===== src/rtl/core/tlf_pkg.sv =====
// Shared types and constants for the terminator line framer.
// Used by every module of the framer core; depends on nothing else.
package tlf_pkg;

    localparam int BYTE_W        = 8;
    localparam int LEN_W         = 7;
    localparam int IDX_W         = 6;
    localparam int CFG_W         = 64;
    localparam int CFG_IDX_W     = 3;
    localparam int TERM_CAPACITY = 16;
    localparam int TERM_CNT_W    = 5;
    localparam int CHARS_PER_REG = 8;
    localparam int OQ_DEPTH      = 4;
    localparam int OQ_PTR_W      = 2;
    localparam int OQ_CNT_W      = 3;

    // Configuration register indexes
    typedef enum logic [CFG_IDX_W-1:0] {
        REG_TERM_LOW    = 3'd0,
        REG_TERM_HIGH   = 3'd1,
        REG_TERM_COUNT  = 3'd2,
        REG_TRIM_ENABLE = 3'd3,
        REG_FRAME_LIMIT = 3'd4
    } reg_idx_t;

    // Frame end causes
    localparam logic REASON_TERM = 1'b0;
    localparam logic REASON_FULL = 1'b1;

    typedef enum logic {
        ST_IDLE,
        ST_RUN
    } back_state_t;

    // One finished frame waiting to be read out
    typedef struct packed {
        logic             bank;
        logic [LEN_W-1:0] len;
        logic             reason;
    } desc_t;

    // Buffer write from the front part
    typedef struct packed {
        logic              en;
        logic              bank;
        logic [IDX_W-1:0]  idx;
        logic [BYTE_W-1:0] data;
    } mem_wr_t;

    // Bank handed back by the back part
    typedef struct packed {
        logic en;
        logic bank;
    } rel_t;

    // One result item
    typedef struct packed {
        logic [BYTE_W-1:0] data;
        logic              last;
        logic              reason;
        logic [LEN_W-1:0]  len;
    } out_item_t;

endpackage


===== src/rtl/core/tlf_front.sv =====
// Front part of the framer: configuration registers, byte intake,
// terminator match and frame closing. Depends on tlf_pkg.
module tlf_front #(
    parameter int BUF_DEPTH = 64,
    parameter int MAX_TERMS = 16
) (
    input  logic                           clk,
    input  logic                           rst_n,
    input  logic                           cfg_we,
    input  logic [tlf_pkg::CFG_IDX_W-1:0]  cfg_index,
    input  logic [tlf_pkg::CFG_W-1:0]      cfg_data,
    input  logic                           push,
    input  logic [tlf_pkg::BYTE_W-1:0]     rx_byte,
    output logic                           full,
    output tlf_pkg::mem_wr_t               mem_wr,
    output tlf_pkg::desc_t                 desc,
    output logic                           desc_push,
    input  tlf_pkg::rel_t                  rel
);
    import tlf_pkg::*;

    logic [CFG_W-1:0]      term_lo_reg;
    logic [CFG_W-1:0]      term_hi_reg;
    logic [TERM_CNT_W-1:0] term_cnt_reg;
    logic                  trim_reg;
    logic [LEN_W-1:0]      limit_reg;

    logic [LEN_W-1:0]      fill_reg, fill_next;
    logic                  bank_reg, bank_next;
    logic [1:0]            busy_reg, busy_next;

    logic                  accept;
    logic                  is_term;
    logic [LEN_W-1:0]      eff_lim;
    logic [LEN_W-1:0]      new_fill;
    logic [LEN_W-1:0]      term_len;
    logic                  at_limit;

    // Write configuration registers; unknown indexes are ignored
    always_ff @(posedge clk or negedge rst_n) begin
        if (!rst_n) begin
            term_lo_reg  <= '0;
            term_hi_reg  <= '0;
            term_cnt_reg <= '0;
            trim_reg     <= 1'b0;
            limit_reg    <= LEN_W'(64);
        end else if (cfg_we) begin
            case (cfg_index)
                REG_TERM_LOW:    term_lo_reg  <= cfg_data;
                REG_TERM_HIGH:   term_hi_reg  <= cfg_data;
                REG_TERM_COUNT:  term_cnt_reg <= cfg_data[TERM_CNT_W-1:0];
                REG_TRIM_ENABLE: trim_reg     <= cfg_data[0];
                REG_FRAME_LIMIT: limit_reg    <= cfg_data[LEN_W-1:0];
                default: ;
            endcase
        end
    end

    // Match the byte against every terminator slot in use
    always_comb begin
        logic [BYTE_W-1:0] ch;
        is_term = 1'b0;
        for (int j = 0; j < MAX_TERMS; j++) begin
            if (j < CHARS_PER_REG) begin
                ch = term_lo_reg[(j % CHARS_PER_REG)*BYTE_W +: BYTE_W];
            end else begin
                ch = term_hi_reg[(j % CHARS_PER_REG)*BYTE_W +: BYTE_W];
            end
            if ((term_cnt_reg > TERM_CNT_W'(j)) && (ch == rx_byte)) begin
                is_term = 1'b1;
            end
        end
    end

    // Clamp the frame limit into 1..BUF_DEPTH
    always_comb begin
        priority if (limit_reg == '0) begin
            eff_lim = LEN_W'(1);
        end else if (limit_reg > LEN_W'(BUF_DEPTH)) begin
            eff_lim = LEN_W'(BUF_DEPTH);
        end else begin
            eff_lim = limit_reg;
        end
    end

    // Classify the incoming byte
    assign full     = busy_reg[bank_reg];
    assign accept   = push && !full;
    assign new_fill = fill_reg + LEN_W'(1);
    assign term_len = new_fill - LEN_W'(trim_reg);
    assign at_limit = new_fill >= eff_lim;

    assign desc_push = accept && (is_term ? (term_len != '0) : at_limit);
    assign desc.bank   = bank_reg;
    assign desc.len    = is_term ? term_len : new_fill;
    assign desc.reason = is_term ? REASON_TERM : REASON_FULL;

    // Store the byte in the current bank
    assign mem_wr.en   = accept;
    assign mem_wr.bank = bank_reg;
    assign mem_wr.idx  = fill_reg[IDX_W-1:0];
    assign mem_wr.data = rx_byte;

    // Advance fill, swap banks on a closed frame, track bank ownership
    always_comb begin
        fill_next = fill_reg;
        bank_next = bank_reg;
        busy_next = busy_reg;
        if (accept) begin
            fill_next = (is_term || at_limit) ? '0 : new_fill;
        end
        if (rel.en) begin
            busy_next[rel.bank] = 1'b0;
        end
        if (desc_push) begin
            busy_next[bank_reg] = 1'b1;
            bank_next           = ~bank_reg;
        end
    end

    always_ff @(posedge clk or negedge rst_n) begin
        if (!rst_n) begin
            fill_reg <= '0;
            bank_reg <= 1'b0;
            busy_reg <= '0;
        end else begin
            fill_reg <= fill_next;
            bank_reg <= bank_next;
            busy_reg <= busy_next;
        end
    end

endmodule


===== src/rtl/core/tlf_desc_q.sv =====
// Two-entry queue of closed-frame descriptors between front and back.
// Depends on tlf_pkg.
module tlf_desc_q (
    input  logic           clk,
    input  logic           rst_n,
    input  logic           wr_en,
    input  tlf_pkg::desc_t wr_desc,
    output logic           q_full,
    input  logic           rd_en,
    output tlf_pkg::desc_t rd_desc,
    output logic           q_empty
);
    import tlf_pkg::*;

    desc_t      entry_reg [2];
    logic       wr_ptr_reg;
    logic       rd_ptr_reg;
    logic [1:0] cnt_reg;

    assign q_full  = cnt_reg == 2'd2;
    assign q_empty = cnt_reg == 2'd0;
    assign rd_desc = entry_reg[rd_ptr_reg];

    // Hold descriptors
    always_ff @(posedge clk) begin
        if (wr_en) begin
            entry_reg[wr_ptr_reg] <= wr_desc;
        end
    end

    // Advance pointers and count
    always_ff @(posedge clk or negedge rst_n) begin
        if (!rst_n) begin
            wr_ptr_reg <= 1'b0;
            rd_ptr_reg <= 1'b0;
            cnt_reg    <= '0;
        end else begin
            if (wr_en) begin
                wr_ptr_reg <= ~wr_ptr_reg;
            end
            if (rd_en) begin
                rd_ptr_reg <= ~rd_ptr_reg;
            end
            cnt_reg <= cnt_reg + 2'(wr_en) - 2'(rd_en);
        end
    end

endmodule


===== src/rtl/core/tlf_back.sv =====
// Back part of the framer: two-bank frame buffer, frame readout sequencer
// and result queue. Depends on tlf_pkg.
module tlf_back #(
    parameter int BUF_DEPTH = 64
) (
    input  logic                        clk,
    input  logic                        rst_n,
    input  tlf_pkg::mem_wr_t            mem_wr,
    input  tlf_pkg::desc_t              dq_desc,
    input  logic                        dq_empty,
    output logic                        dq_pop,
    output tlf_pkg::rel_t               rel,
    output logic                        empty,
    input  logic                        pop,
    output logic [tlf_pkg::BYTE_W-1:0]  out_byte,
    output logic                        out_last,
    output logic                        out_reason,
    output logic [tlf_pkg::LEN_W-1:0]   frame_length
);
    import tlf_pkg::*;

    localparam int AW        = (BUF_DEPTH > 1) ? $clog2(BUF_DEPTH) : 1;
    localparam int MEM_DEPTH = 2 * (1 << AW);

    logic [BYTE_W-1:0] mem [MEM_DEPTH];

    back_state_t       state_reg, state_next;
    desc_t             cur_reg;
    logic [LEN_W-1:0]  k_reg;

    logic              issue;
    logic              credit;
    logic              last_k;

    logic              rd_valid_reg;
    logic [BYTE_W-1:0] rd_data_reg;
    logic              rd_last_reg;
    logic              rd_reason_reg;
    logic [LEN_W-1:0]  rd_len_reg;

    out_item_t           oq_reg [OQ_DEPTH];
    logic [OQ_PTR_W-1:0] oq_wr_reg;
    logic [OQ_PTR_W-1:0] oq_rd_reg;
    logic [OQ_CNT_W-1:0] oq_cnt_reg;
    logic                oq_pop;
    out_item_t           oq_head;

    // Room in the result queue for everything already in flight
    assign credit = (oq_cnt_reg + OQ_CNT_W'(rd_valid_reg)) < OQ_CNT_W'(OQ_DEPTH);
    assign last_k = k_reg == (cur_reg.len - LEN_W'(1));

    // Next state of the readout sequencer
    always_comb begin
        state_next = state_reg;
        unique case (state_reg)
            ST_IDLE: begin
                if (!dq_empty) begin
                    state_next = ST_RUN;
                end
            end
            ST_RUN: begin
                if (credit && last_k) begin
                    state_next = ST_IDLE;
                end
            end
            default: state_next = ST_IDLE;
        endcase
    end

    // Sequencer outputs
    always_comb begin
        dq_pop   = 1'b0;
        issue    = 1'b0;
        unique case (state_reg)
            ST_IDLE: dq_pop = !dq_empty;
            ST_RUN:  issue  = credit;
            default: ;
        endcase
        rel.en   = issue && last_k;
        rel.bank = cur_reg.bank;
    end

    always_ff @(posedge clk or negedge rst_n) begin
        if (!rst_n) begin
            state_reg    <= ST_IDLE;
            rd_valid_reg <= 1'b0;
        end else begin
            state_reg    <= state_next;
            rd_valid_reg <= issue;
        end
    end

    // Load a frame and step through its bytes
    always_ff @(posedge clk) begin
        if (dq_pop) begin
            cur_reg <= dq_desc;
            k_reg   <= '0;
        end else if (issue) begin
            k_reg <= k_reg + LEN_W'(1);
        end
    end

    // Frame buffer: one write port, one registered read port
    always_ff @(posedge clk) begin
        if (mem_wr.en) begin
            mem[{mem_wr.bank, mem_wr.idx[AW-1:0]}] <= mem_wr.data;
        end
        if (issue) begin
            rd_data_reg   <= mem[{cur_reg.bank, k_reg[AW-1:0]}];
            rd_last_reg   <= last_k;
            rd_reason_reg <= cur_reg.reason;
            rd_len_reg    <= cur_reg.len;
        end
    end

    // Result queue
    assign oq_pop       = pop && !empty;
    assign empty        = oq_cnt_reg == '0;
    assign oq_head      = oq_reg[oq_rd_reg];
    assign out_byte     = oq_head.data;
    assign out_last     = oq_head.last;
    assign out_reason   = oq_head.reason;
    assign frame_length = oq_head.len;

    always_ff @(posedge clk) begin
        if (rd_valid_reg) begin
            oq_reg[oq_wr_reg] <= '{data: rd_data_reg, last: rd_last_reg,
                                   reason: rd_reason_reg, len: rd_len_reg};
        end
    end

    always_ff @(posedge clk or negedge rst_n) begin
        if (!rst_n) begin
            oq_wr_reg  <= '0;
            oq_rd_reg  <= '0;
            oq_cnt_reg <= '0;
        end else begin
            if (rd_valid_reg) begin
                oq_wr_reg <= oq_wr_reg + OQ_PTR_W'(1);
            end
            if (oq_pop) begin
                oq_rd_reg <= oq_rd_reg + OQ_PTR_W'(1);
            end
            oq_cnt_reg <= oq_cnt_reg + OQ_CNT_W'(rd_valid_reg) - OQ_CNT_W'(oq_pop);
        end
    end

endmodule


===== src/rtl/core/terminator_line_framer_core.sv =====
// Top level of the terminator line framer core.
// Instantiates tlf_front, tlf_desc_q and tlf_back; depends on tlf_pkg.
//
// Usage:
//   Input queue: drive rx_byte and raise push; the byte is taken at an edge
//   where push is high and full is low. Result queue: while empty is low the
//   oldest result (out_byte, out_last, out_reason, frame_length) is shown and
//   is taken at an edge where pop is high.
//   Configuration: cfg_we with cfg_index/cfg_data writes one register;
//   write only while the framer is idle.
// Timing:
//   The front takes one byte per cycle while full is low. The frame buffer
//   has two banks; a frame is read out of one bank while the next frame
//   fills the other, and full rises when the bank to be filled still holds
//   an unread frame. Readout loads a frame descriptor, then reads one byte
//   per cycle from the single buffer read port while the result queue has
//   room. With the back part idle, a closed frame passes the descriptor
//   queue, the frame register, the buffer read register and the result
//   queue before its first byte is shown; it can be popped at the next edge.
// Reset and stall:
//   Reset clears fill count, bank ownership and both queues; buffer contents
//   are left as they are. When the receiver stops popping, the 4-entry result
//   queue fills, readout halts, and full rises once both banks hold frames.
module terminator_line_framer_core #(
    parameter int BUF_DEPTH = 64,
    parameter int MAX_TERMS = 16
) (
    input  logic                          clk,
    input  logic                          rst_n,
    input  logic                          cfg_we,
    input  logic [tlf_pkg::CFG_IDX_W-1:0] cfg_index,
    input  logic [tlf_pkg::CFG_W-1:0]     cfg_data,
    input  logic                          push,
    output logic                          full,
    input  logic [tlf_pkg::BYTE_W-1:0]    rx_byte,
    output logic                          empty,
    input  logic                          pop,
    output logic [tlf_pkg::BYTE_W-1:0]    out_byte,
    output logic                          out_last,
    output logic                          out_reason,
    output logic [tlf_pkg::LEN_W-1:0]     frame_length
);
    import tlf_pkg::*;

    mem_wr_t mem_wr;
    desc_t   desc;
    desc_t   dq_desc;
    rel_t    rel;
    logic    desc_push;
    logic    dq_full;
    logic    dq_empty;
    logic    dq_pop;

    tlf_front #(
        .BUF_DEPTH (BUF_DEPTH),
        .MAX_TERMS (MAX_TERMS)
    ) u_front (
        .clk       (clk),
        .rst_n     (rst_n),
        .cfg_we    (cfg_we),
        .cfg_index (cfg_index),
        .cfg_data  (cfg_data),
        .push      (push),
        .rx_byte   (rx_byte),
        .full      (full),
        .mem_wr    (mem_wr),
        .desc      (desc),
        .desc_push (desc_push),
        .rel       (rel)
    );

    tlf_desc_q u_desc_q (
        .clk     (clk),
        .rst_n   (rst_n),
        .wr_en   (desc_push),
        .wr_desc (desc),
        .q_full  (dq_full),
        .rd_en   (dq_pop),
        .rd_desc (dq_desc),
        .q_empty (dq_empty)
    );

    tlf_back #(
        .BUF_DEPTH (BUF_DEPTH)
    ) u_back (
        .clk          (clk),
        .rst_n        (rst_n),
        .mem_wr       (mem_wr),
        .dq_desc      (dq_desc),
        .dq_empty     (dq_empty),
        .dq_pop       (dq_pop),
        .rel          (rel),
        .empty        (empty),
        .pop          (pop),
        .out_byte     (out_byte),
        .out_last     (out_last),
        .out_reason   (out_reason),
        .frame_length (frame_length)
    );

    // Bank ownership must keep the descriptor queue from overflowing
    a_dq_no_overflow: assert property (@(posedge clk) disable iff (!rst_n)
        !(desc_push && dq_full))
        else $error("descriptor pushed into a full queue");

    // Back part only loads a descriptor that is there
    a_dq_no_underflow: assert property (@(posedge clk) disable iff (!rst_n)
        !(dq_pop && dq_empty))
        else $error("descriptor popped from an empty queue");

    // Every shown result belongs to a frame of at least one byte
    a_len_nonzero: assert property (@(posedge clk) disable iff (!rst_n)
        !empty |-> (frame_length != '0))
        else $error("result shown with zero frame length");

    // A bank is only handed back while the front is not closing into it
    a_rel_bank: assert property (@(posedge clk) disable iff (!rst_n)
        (rel.en && desc_push) |-> (rel.bank != desc.bank))
        else $error("bank released while being closed");

endmodule


===== config.mk =====
export PLATFORM = sky130hd
export DESIGN_NAME = terminator_line_framer_core
export DESIGN_NICKNAME = d
export VERILOG_FILES = /design/src/rtl/core/tlf_pkg.sv /design/src/rtl/core/tlf_front.sv /design/src/rtl/core/tlf_desc_q.sv /design/src/rtl/core/tlf_back.sv /design/src/rtl/core/terminator_line_framer_core.sv
export SDC_FILE = /design/constraint.sdc
export NUM_CORES = 2
export LEC_CHECK = 0
export ABC_AREA = 1
export BUFFER_PORTS_ARGS = -buffer_cell sky130_fd_sc_hd__buf_2
export CORE_MARGIN = 4
export CORE_UTILIZATION = 35
export CTS_CLUSTER_DIAMETER = 100
export CTS_CLUSTER_SIZE = 25
export DETAILED_ROUTE_END_ITERATION = 7
export HOLD_SLACK_MARGIN = 0.06
export PLACE_DENSITY = 0.61
export REMOVE_ABC_BUFFERS = 1
export SYNTH_ARGS = -nofsm -noshare
export SYNTH_HDL_FRONTEND = slang
export SYNTH_SLANG_ARGS = --single-unit
export TNS_END_PERCENT = 30

===== constraint.sdc =====
create_clock -name clk -period 8.4 [get_ports clk]
set_input_delay 0 -clock clk [delete_from_list [all_inputs] [get_ports clk]]
set_output_delay 0 -clock clk [all_outputs]
set_load 0.005 [all_outputs]

[Word-level counts from Yosys, hierarchy flattened]
Memory sizes are Yosys's and may differ from the RTL's. A register that Yosys moved wholly into a read port is not among the register bits.
Cells that the tools add are included.
Storage, ports and cells
  flip-flop bits (word level): 180
  RAM bits: 1110
  input bits: 80
  memories: 3
Memories
  u_back.mem: depth 128, bits a word 8, rd ports 1, clocked after Yosys merged registers in 1, wr ports 1, RTL line tlf_back.sv:25  | logic [BYTE_W-1:0] mem [MEM_DEPTH];
  u_back.oq_reg: depth 4, bits a word 17, rd ports 1, clocked after Yosys merged registers in 0, wr ports 1, RTL line tlf_back.sv:41  | out_item_t oq_reg [OQ_DEPTH];
  u_desc_q.entry_reg: depth 2, bits a word 9, rd ports 1, clocked after Yosys merged registers in 1, wr ports 1, RTL line tlf_desc_q.sv:15  | desc_t entry_reg [2];
Operators by class
  muxes and demuxes: 41
  order comparisons: 23
  equality and inequality tests: 21
  bitwise logic cells: 7
  reduce and logical (&&, ||, !) cells: 37
  $add $sub $neg: 10
Operator list (count)
  8-bit equality test: 16
  5-bit by 4-bit > comparator with 1-bit output (second input constant): 8
  1-bit 2-to-1 mux: 32
  7-bit 2-to-1 mux: 4
  1-bit logical AND: 23
  5-bit by 3-bit > comparator with 1-bit output (second input constant): 4
  7-bit by 1-bit adder with 7-bit output (second input constant): 2
  5-bit by 1-bit > comparator with 1-bit output (second input constant): 2
  5-bit by 2-bit > comparator with 1-bit output (second input constant): 2
  2-bit AND reduction: 5
  7-bit equality test: 1
  7-bit greater-or-equal comparator: 1
  7-bit > comparator (second input constant): 1
  7-bit logical NOT: 1
  7-bit nonzero test: 1
  7-bit by 1-bit subtractor with 7-bit output: 1
  7-bit by 1-bit subtractor with 7-bit output (second input constant): 1
  3-bit by 2-bit equality test with 1-bit output (second input constant): 2
  3-bit logical NOT: 2
  2-bit by 1-bit adder with 2-bit output (second input constant): 2
  1-bit by 2-bit less-than comparator with 1-bit output (second input constant): 2
  2-bit 2-to-1 mux: 2
  1-bit inverter: 4
  3-bit by 1-bit adder with 3-bit output: 1
  15 further kinds: 19

[Logic depth before layout (Yosys ltp)]
  word-level depth: 22
  depth in mapped cells: 19
  gate-level depth less buffers: 18

[Modules after synthesis]
Synthesis repeated with hierarchy kept, for this count alone.
Unflattened totals
  cell total of the unflattened synthesis: 5642
  area, all modules: 57178.6 µm²
Modules (own cells, without submodules)
  tlf_back: instances 1, area an instance 47749.5 µm², cells an instance 4468
  tlf_front: instances 1, area an instance 8533.2 µm², cells an instance 1102
  tlf_desc_q: instances 1, area an instance 895.9 µm², cells an instance 72

[Least setup slack after synthesis]
Ideal clock, no wire load.
  path kind: flip-flop to flip-flop
  start: reg u_front.fill_reg[0]
  end: mem u_desc_q.entry_reg[1][0] (netlist name), enable pin
  setup time: 0.374 ns
  path buffers: 0
  required time: 8.026 ns
  slack: 5.546 ns
  arrival time: 2.480 ns
  cell stages (with the launch flop): 15
  cells stage by stage: dfrtp_1 ha_1 nand2_1 nor2_2 nand2_1 xor2_1 ha_1 nand2_1 inv_1 nand4_1 o211ai_1 nor2_1 nand3_4 nand3_4 nor2_1
Between the ends
  longest elaborated chain between the ends: 7
  elaborated cells on any way between the ends: 8
  those cells by class: 2 x add/sub; 1 x order compare; 3 x mux; 2 x reduce/logical
Ends and longest elaborated chain
  start: declaration: RTL line tlf_front.sv:28  | logic [LEN_W-1:0] fill_reg, fill_next;
  start signal: assignment: RTL line tlf_front.sv:127  | fill_reg <= fill_next;
  7-bit by 1-bit adder with 7-bit output *: RTL line tlf_front.sv:89  | assign new_fill = fill_reg + LEN_W'(1);
  7-bit by 1-bit subtractor with 7-bit output: RTL line tlf_front.sv:90  | assign term_len = new_fill - LEN_W'(trim_reg);
  7-bit nonzero test: RTL line tlf_front.sv:93  | assign desc_push = accept && (is_term ? (term_len != '0) : at_limit);
  1-bit 2-to-1 mux *: RTL line tlf_front.sv:93
  1-bit logical AND *: RTL line tlf_front.sv:93
  1-bit 2-to-1 mux *: RTL line tlf_desc_q.sv:26  | if (wr_en) begin
  1-bit 2-to-1 mux (not written as such) *: RTL line tlf_desc_q.sv:27  | entry_reg[wr_ptr_reg] <= wr_desc;
  end: declaration: RTL line tlf_desc_q.sv:15
Every way passes the cells marked *; elsewhere a longest branch is shown, timed or not.

==> results list <==
- The run finished with clean final reports.
- DP HPWL: 82800 um
- Main flop type after synthesis: sky130_fd_sc_hd__edfxtp_1
- Async set or reset register ratio after synthesis: 0.125
- Setup violations remaining at the end of the flow were counted as 0.
- DR iter-0 viols: 4059
* Count of distinct cell types in the synthesized netlist: 42
- Traced cell by cell, the critical path runs through buf_4 -> inv_2 -> buf_4 -> o21ai_0 -> nor2_1 -> o211ai_1 -> nand2_1 -> nor2_1 -> nor2_1.
- By area the synthesized netlist is led by sky130_fd_sc_hd__edfxtp_1 63%, sky130_fd_sc_hd__dfrtp_1 7.6%, sky130_fd_sc_hd__o21ai_0 6.7%.
- Of the total power, registers draw 0.636.
* Fraction of final layout cells with drive strength greater than 1: 0.0541
* Capturing element type of the critical path: flip-flop
- The worst setup path is of the reg -> reg kind.
- Transition time at the pin with the least slew margin: 1.17 ns
- In this run, synthesis inferred 1136 flip-flops with an integrated enable.
* Largest area contributor in the netlist: sky130_fd_sc_hd__edfxtp_1
* Finished layout cell area: 0.0588 mm2
- Counting stages on the worst path, the most repeated cell is sky130_fd_sc_hd__nor2_1.
* Setup skew after layout: 0.0492 ns
* Post-detailed-route count of antenna-violating nets: 0
* Sequential fraction of the synthesis area: 0.714
- The initial utilization of the core area, before any placement, comes to 0.353.
- The slowest stage of the critical path is the sky130_fd_sc_hd__dfxtp_4 cell.
* DIE AREA: 0.160 mm2
- Cell-internal power: 8.85 mW
* Most common cell after layout, fill and taps aside: sky130_fd_sc_hd__edfxtp_1
* Maximum achievable frequency: 0.260 GHz
- The tool flagged a number of max-cap violations equal to 0.
* Count of buffers added by post-CTS timing repair for setup: 0
- Power spent charging and discharging nets: 2.63 mW
- Synthesis produced a netlist whose cell count is 4513.
- Clock edge transition at the registers on the reported setup and hold paths: 0.10 ns
- Synth warn: 0
* Placer Congestion: 0.859
* Post-synthesis instance area: 0.0538 mm2
- The core region is 0.152 mm2.
* Drt drc: 0
- VDD sags by at most 0.000183 V.
* Number of flip-flops under the largest register name: 1024
- Maximum number of pins on one net before global-route repair: 222
- The area growth from synthesis to layout is 9.36%.
- Of the post-synthesis cell area, the dominant cell type holds 0.635.
- Count of boundary I/O pins: 99
- Of the available clock period, the critical path in the final layout requires 0.459.
* Maximum level of the CTS H-tree: 2
* Root buffer cell: sky130_fd_sc_hd__clkbuf_16
- Row generation in the floorplan step produced 143 rows.
* Delay contributed by the slowest stage of the critical path: 0.81 ns
- CTS-repair resized insts: 0
- Synthesis inferred 1307 register bits.
- After filler insertion, the fill cell instance count of the layout stands at 14500.
- The final-report max-slew violation count was 0.
- In the final layout, flip-flops and latches occupy 0.0384 mm2.
* Total detailed-routing wirelength: 144000 um
* Data required time of the critical path: 8.86 ns
- Vias/cell: 5.32
- Commonest cells after routing, fill and taps aside: 1136 x sky130_fd_sc_hd__edfxtp_1, 817 x sky130_fd_sc_hd__nor2_1, 725 x sky130_fd_sc_hd__o21ai_0, 531 x sky130_fd_sc_hd__nand2_1, 169 x sky130_fd_sc_hd__o22ai_1
- Power per standard cell area: 195 mW/mm2
- Summed over all cells, the static leakage comes to 19.8 nW.
* Worst skew pair latency: 0.73 ns
- Arr. time, crit path: 4.31 ns
- Number of buffers added by the clock tree synthesis step: 58
- Area of placed instances: 0.0560 mm2
- Wire length of the first global-routing pass: 215000 um
* Buffers added on ports: 98
- Post-layout minimum cycle time: 3.85 ns
- Of the total power, the clock network draws 0.291.
* Peak fanout along the critical path: 45
- The multi-input combinational cells in the finished layout cover a total of 0.0136 mm2.
- Overall overflow remaining after global route: 0
- Hold slack: 0.109 ns
* Number of endpoints with negative hold slack in the final report: 0
- The path class of the tightest hold or removal check is in -> reg.
- Unrepaired setup endpoints after global routing: false
- STA classifies the critical path startpoint as a flip-flop.
- The first TritonRoute pass finished after 6 iterations.
* # nets final: 4645
* Average detailed-routed wire length per instance: 21.8 um
* Switching share of power: 0.229
- Combined global-route utilization of all metal layers: 0.175
- TritonCTS built the clock tree.
- Relative contribution of combinational cells to total power: 0.073
* Number of global-route vias before repair: 33400
- Number of cells on the worst hold path: 4
- Die boundary height: 400 um
* Max transition margin: 0.218
* Die X: 400 um
* Number of antenna violations at the first check in global routing: 8
* Largest buffer count on any clock path: 3
- R2r worst-path depth: 9
- Clock sink total: 1307
- Per-instance average area after synthesis: 11.9 um2
- Total vias in the final route: 35200
## logic make-up (layout without fill, tap and decap cells)
kind of cell	Yosys count	after routing	share of synthesized area
adders and majority gates	22	22	0.00512
buffers and inverters	440	509	0.0349
other	0	3	0
DFF	1307	1307	0.714
xor gates and xnor gates	119	119	0.0195
AOI/OAI and AO/OA	1063	1063	0.110
and+or+nand+nor	1562	1562	0.116
## synthesized netlist by cell type (3+ instances only)
cell type	instances
sky130_fd_sc_hd__xnor2_1	89
sky130_fd_sc_hd__o21ai_1	12
sky130_fd_sc_hd__or2_2	3
sky130_fd_sc_hd__edfxtp_1	1136
sky130_fd_sc_hd__clkbuf_1	191
sky130_fd_sc_hd__nand2_1	533
sky130_fd_sc_hd__buf_1	7
sky130_fd_sc_hd__inv_1	149
sky130_fd_sc_hd__inv_2	6
sky130_fd_sc_hd__ha_1	22
sky130_fd_sc_hd__buf_2	58
sky130_fd_sc_hd__dfxtp_1	7
sky130_fd_sc_hd__buf_4	10
sky130_fd_sc_hd__o21ai_0	725
sky130_fd_sc_hd__nand4_1	30
sky130_fd_sc_hd__nand3_1	150
sky130_fd_sc_hd__nor2_1	819
sky130_fd_sc_hd__clkinv_1	5
sky130_fd_sc_hd__nor2_2	4
sky130_fd_sc_hd__xor2_1	29
sky130_fd_sc_hd__dfrtp_1	163
sky130_fd_sc_hd__o221ai_1	72
sky130_fd_sc_hd__o22ai_1	169
sky130_fd_sc_hd__buf_6	9
sky130_fd_sc_hd__nor3_1	8
sky130_fd_sc_hd__a31oi_1	6
sky130_fd_sc_hd__o211ai_1	48
sky130_fd_sc_hd__buf_8	4
sky130_fd_sc_hd__a21oi_1	30
## critical path, delay by kind of cell (launching register included)
family	cells	cell delay, ns
AO/OA/AOI/OAI	2	0.81
buffers and inverters	3	1.49
AND/OR/NAND/NOR	4	0.37
flip-flops	1	0.81
## layer usage
| layer | wire, um | share of wire | vias to the layer above | GRT usage |
|---|---|---|---|---|
| met2 | 67400 | 0.47 | 1435 | 0.281 |
| li1 | - | - | 16100 | - |
| met3 | 10900 | 0.076 | 255 | 0.0257 |
| met5 | 27 | 0.00019 | - | 0 |
| met4 | 4910 | 0.034 | 4 | 0.0566 |
| met1 | 60800 | 0.42 | 17400 | 0.245 |
## power groups by stage
stage / combinational [mW] / clock, mW / sequential, mW
after floorplan: 0.448 / 0 / 7.43
after global placement: 0.794 / 0 / 7.44
after detailed placement: 0.809 / 0 / 7.45
after CTS: 0.855 / 3.39 / 7.30
after global routing: 0.960 / 3.62 / 7.32
final: 0.843 / 3.34 / 7.30
## cell type report
type	instances	area share
clock buffer	94	0.0275
clock inverter	5	0.000873
sequential	1307	0.653
tap	2030	0.0432
inverter	161	0.0105
antenna	3	0.000128
multi-input combinational	2766	0.231
timing repair buffer	249	0.0343
## timing repair
action / in CTS / in global routing
endpoints found under the hold margin: 624 / 0
setup endpoints to repair: 0 / 0
hold buffers: 107 / 0
## worst paths after layout
check | end | slack, ns | start
worst max-delay path | u_back.rd_data_reg[0]$_DFFE_PP_ | 4.55 | u_back.k_reg[2]$_SDFFE_PP0P_
worst min-delay path | u_front.term_hi_reg[29]$_DFFE_PN0P_ | 0.11 | cfg_data[29]
worst max register to register | u_back.rd_data_reg[0]$_DFFE_PP_ | 4.55 | u_back.k_reg[2]$_SDFFE_PP0P_
worst min register to register | u_back.rd_reason_reg$_DFFE_PP_ | 0.43 | u_back.cur_reg[0]$_DFFE_PP_
max in group asynchronous | u_back.oq_rd_reg[1]$_DFFE_PN0P_ | 7.19 | rst_n
min in group asynchronous | u_front.limit_reg[6]$_DFFE_PN1P_ | 0.36 | rst_n
## through the flow
step	total power, mW	cells	setup TNS [ns]	util	setup slack [ns]
6_report	11.5	6615	0	0.386	4.55
5_1_grt	11.9	6614	0	0.386	4.43
4_1_cts	11.5	6612	0	0.386	4.64
3_5_place_dp	8.26	6406	0	0.368	4.69
3_3_place_gp	8.24	6406	0	0.368	4.72
2_1_floorplan	7.88	4234	-209.00	-	-16.05
Power figures use the tool's default switching activity.
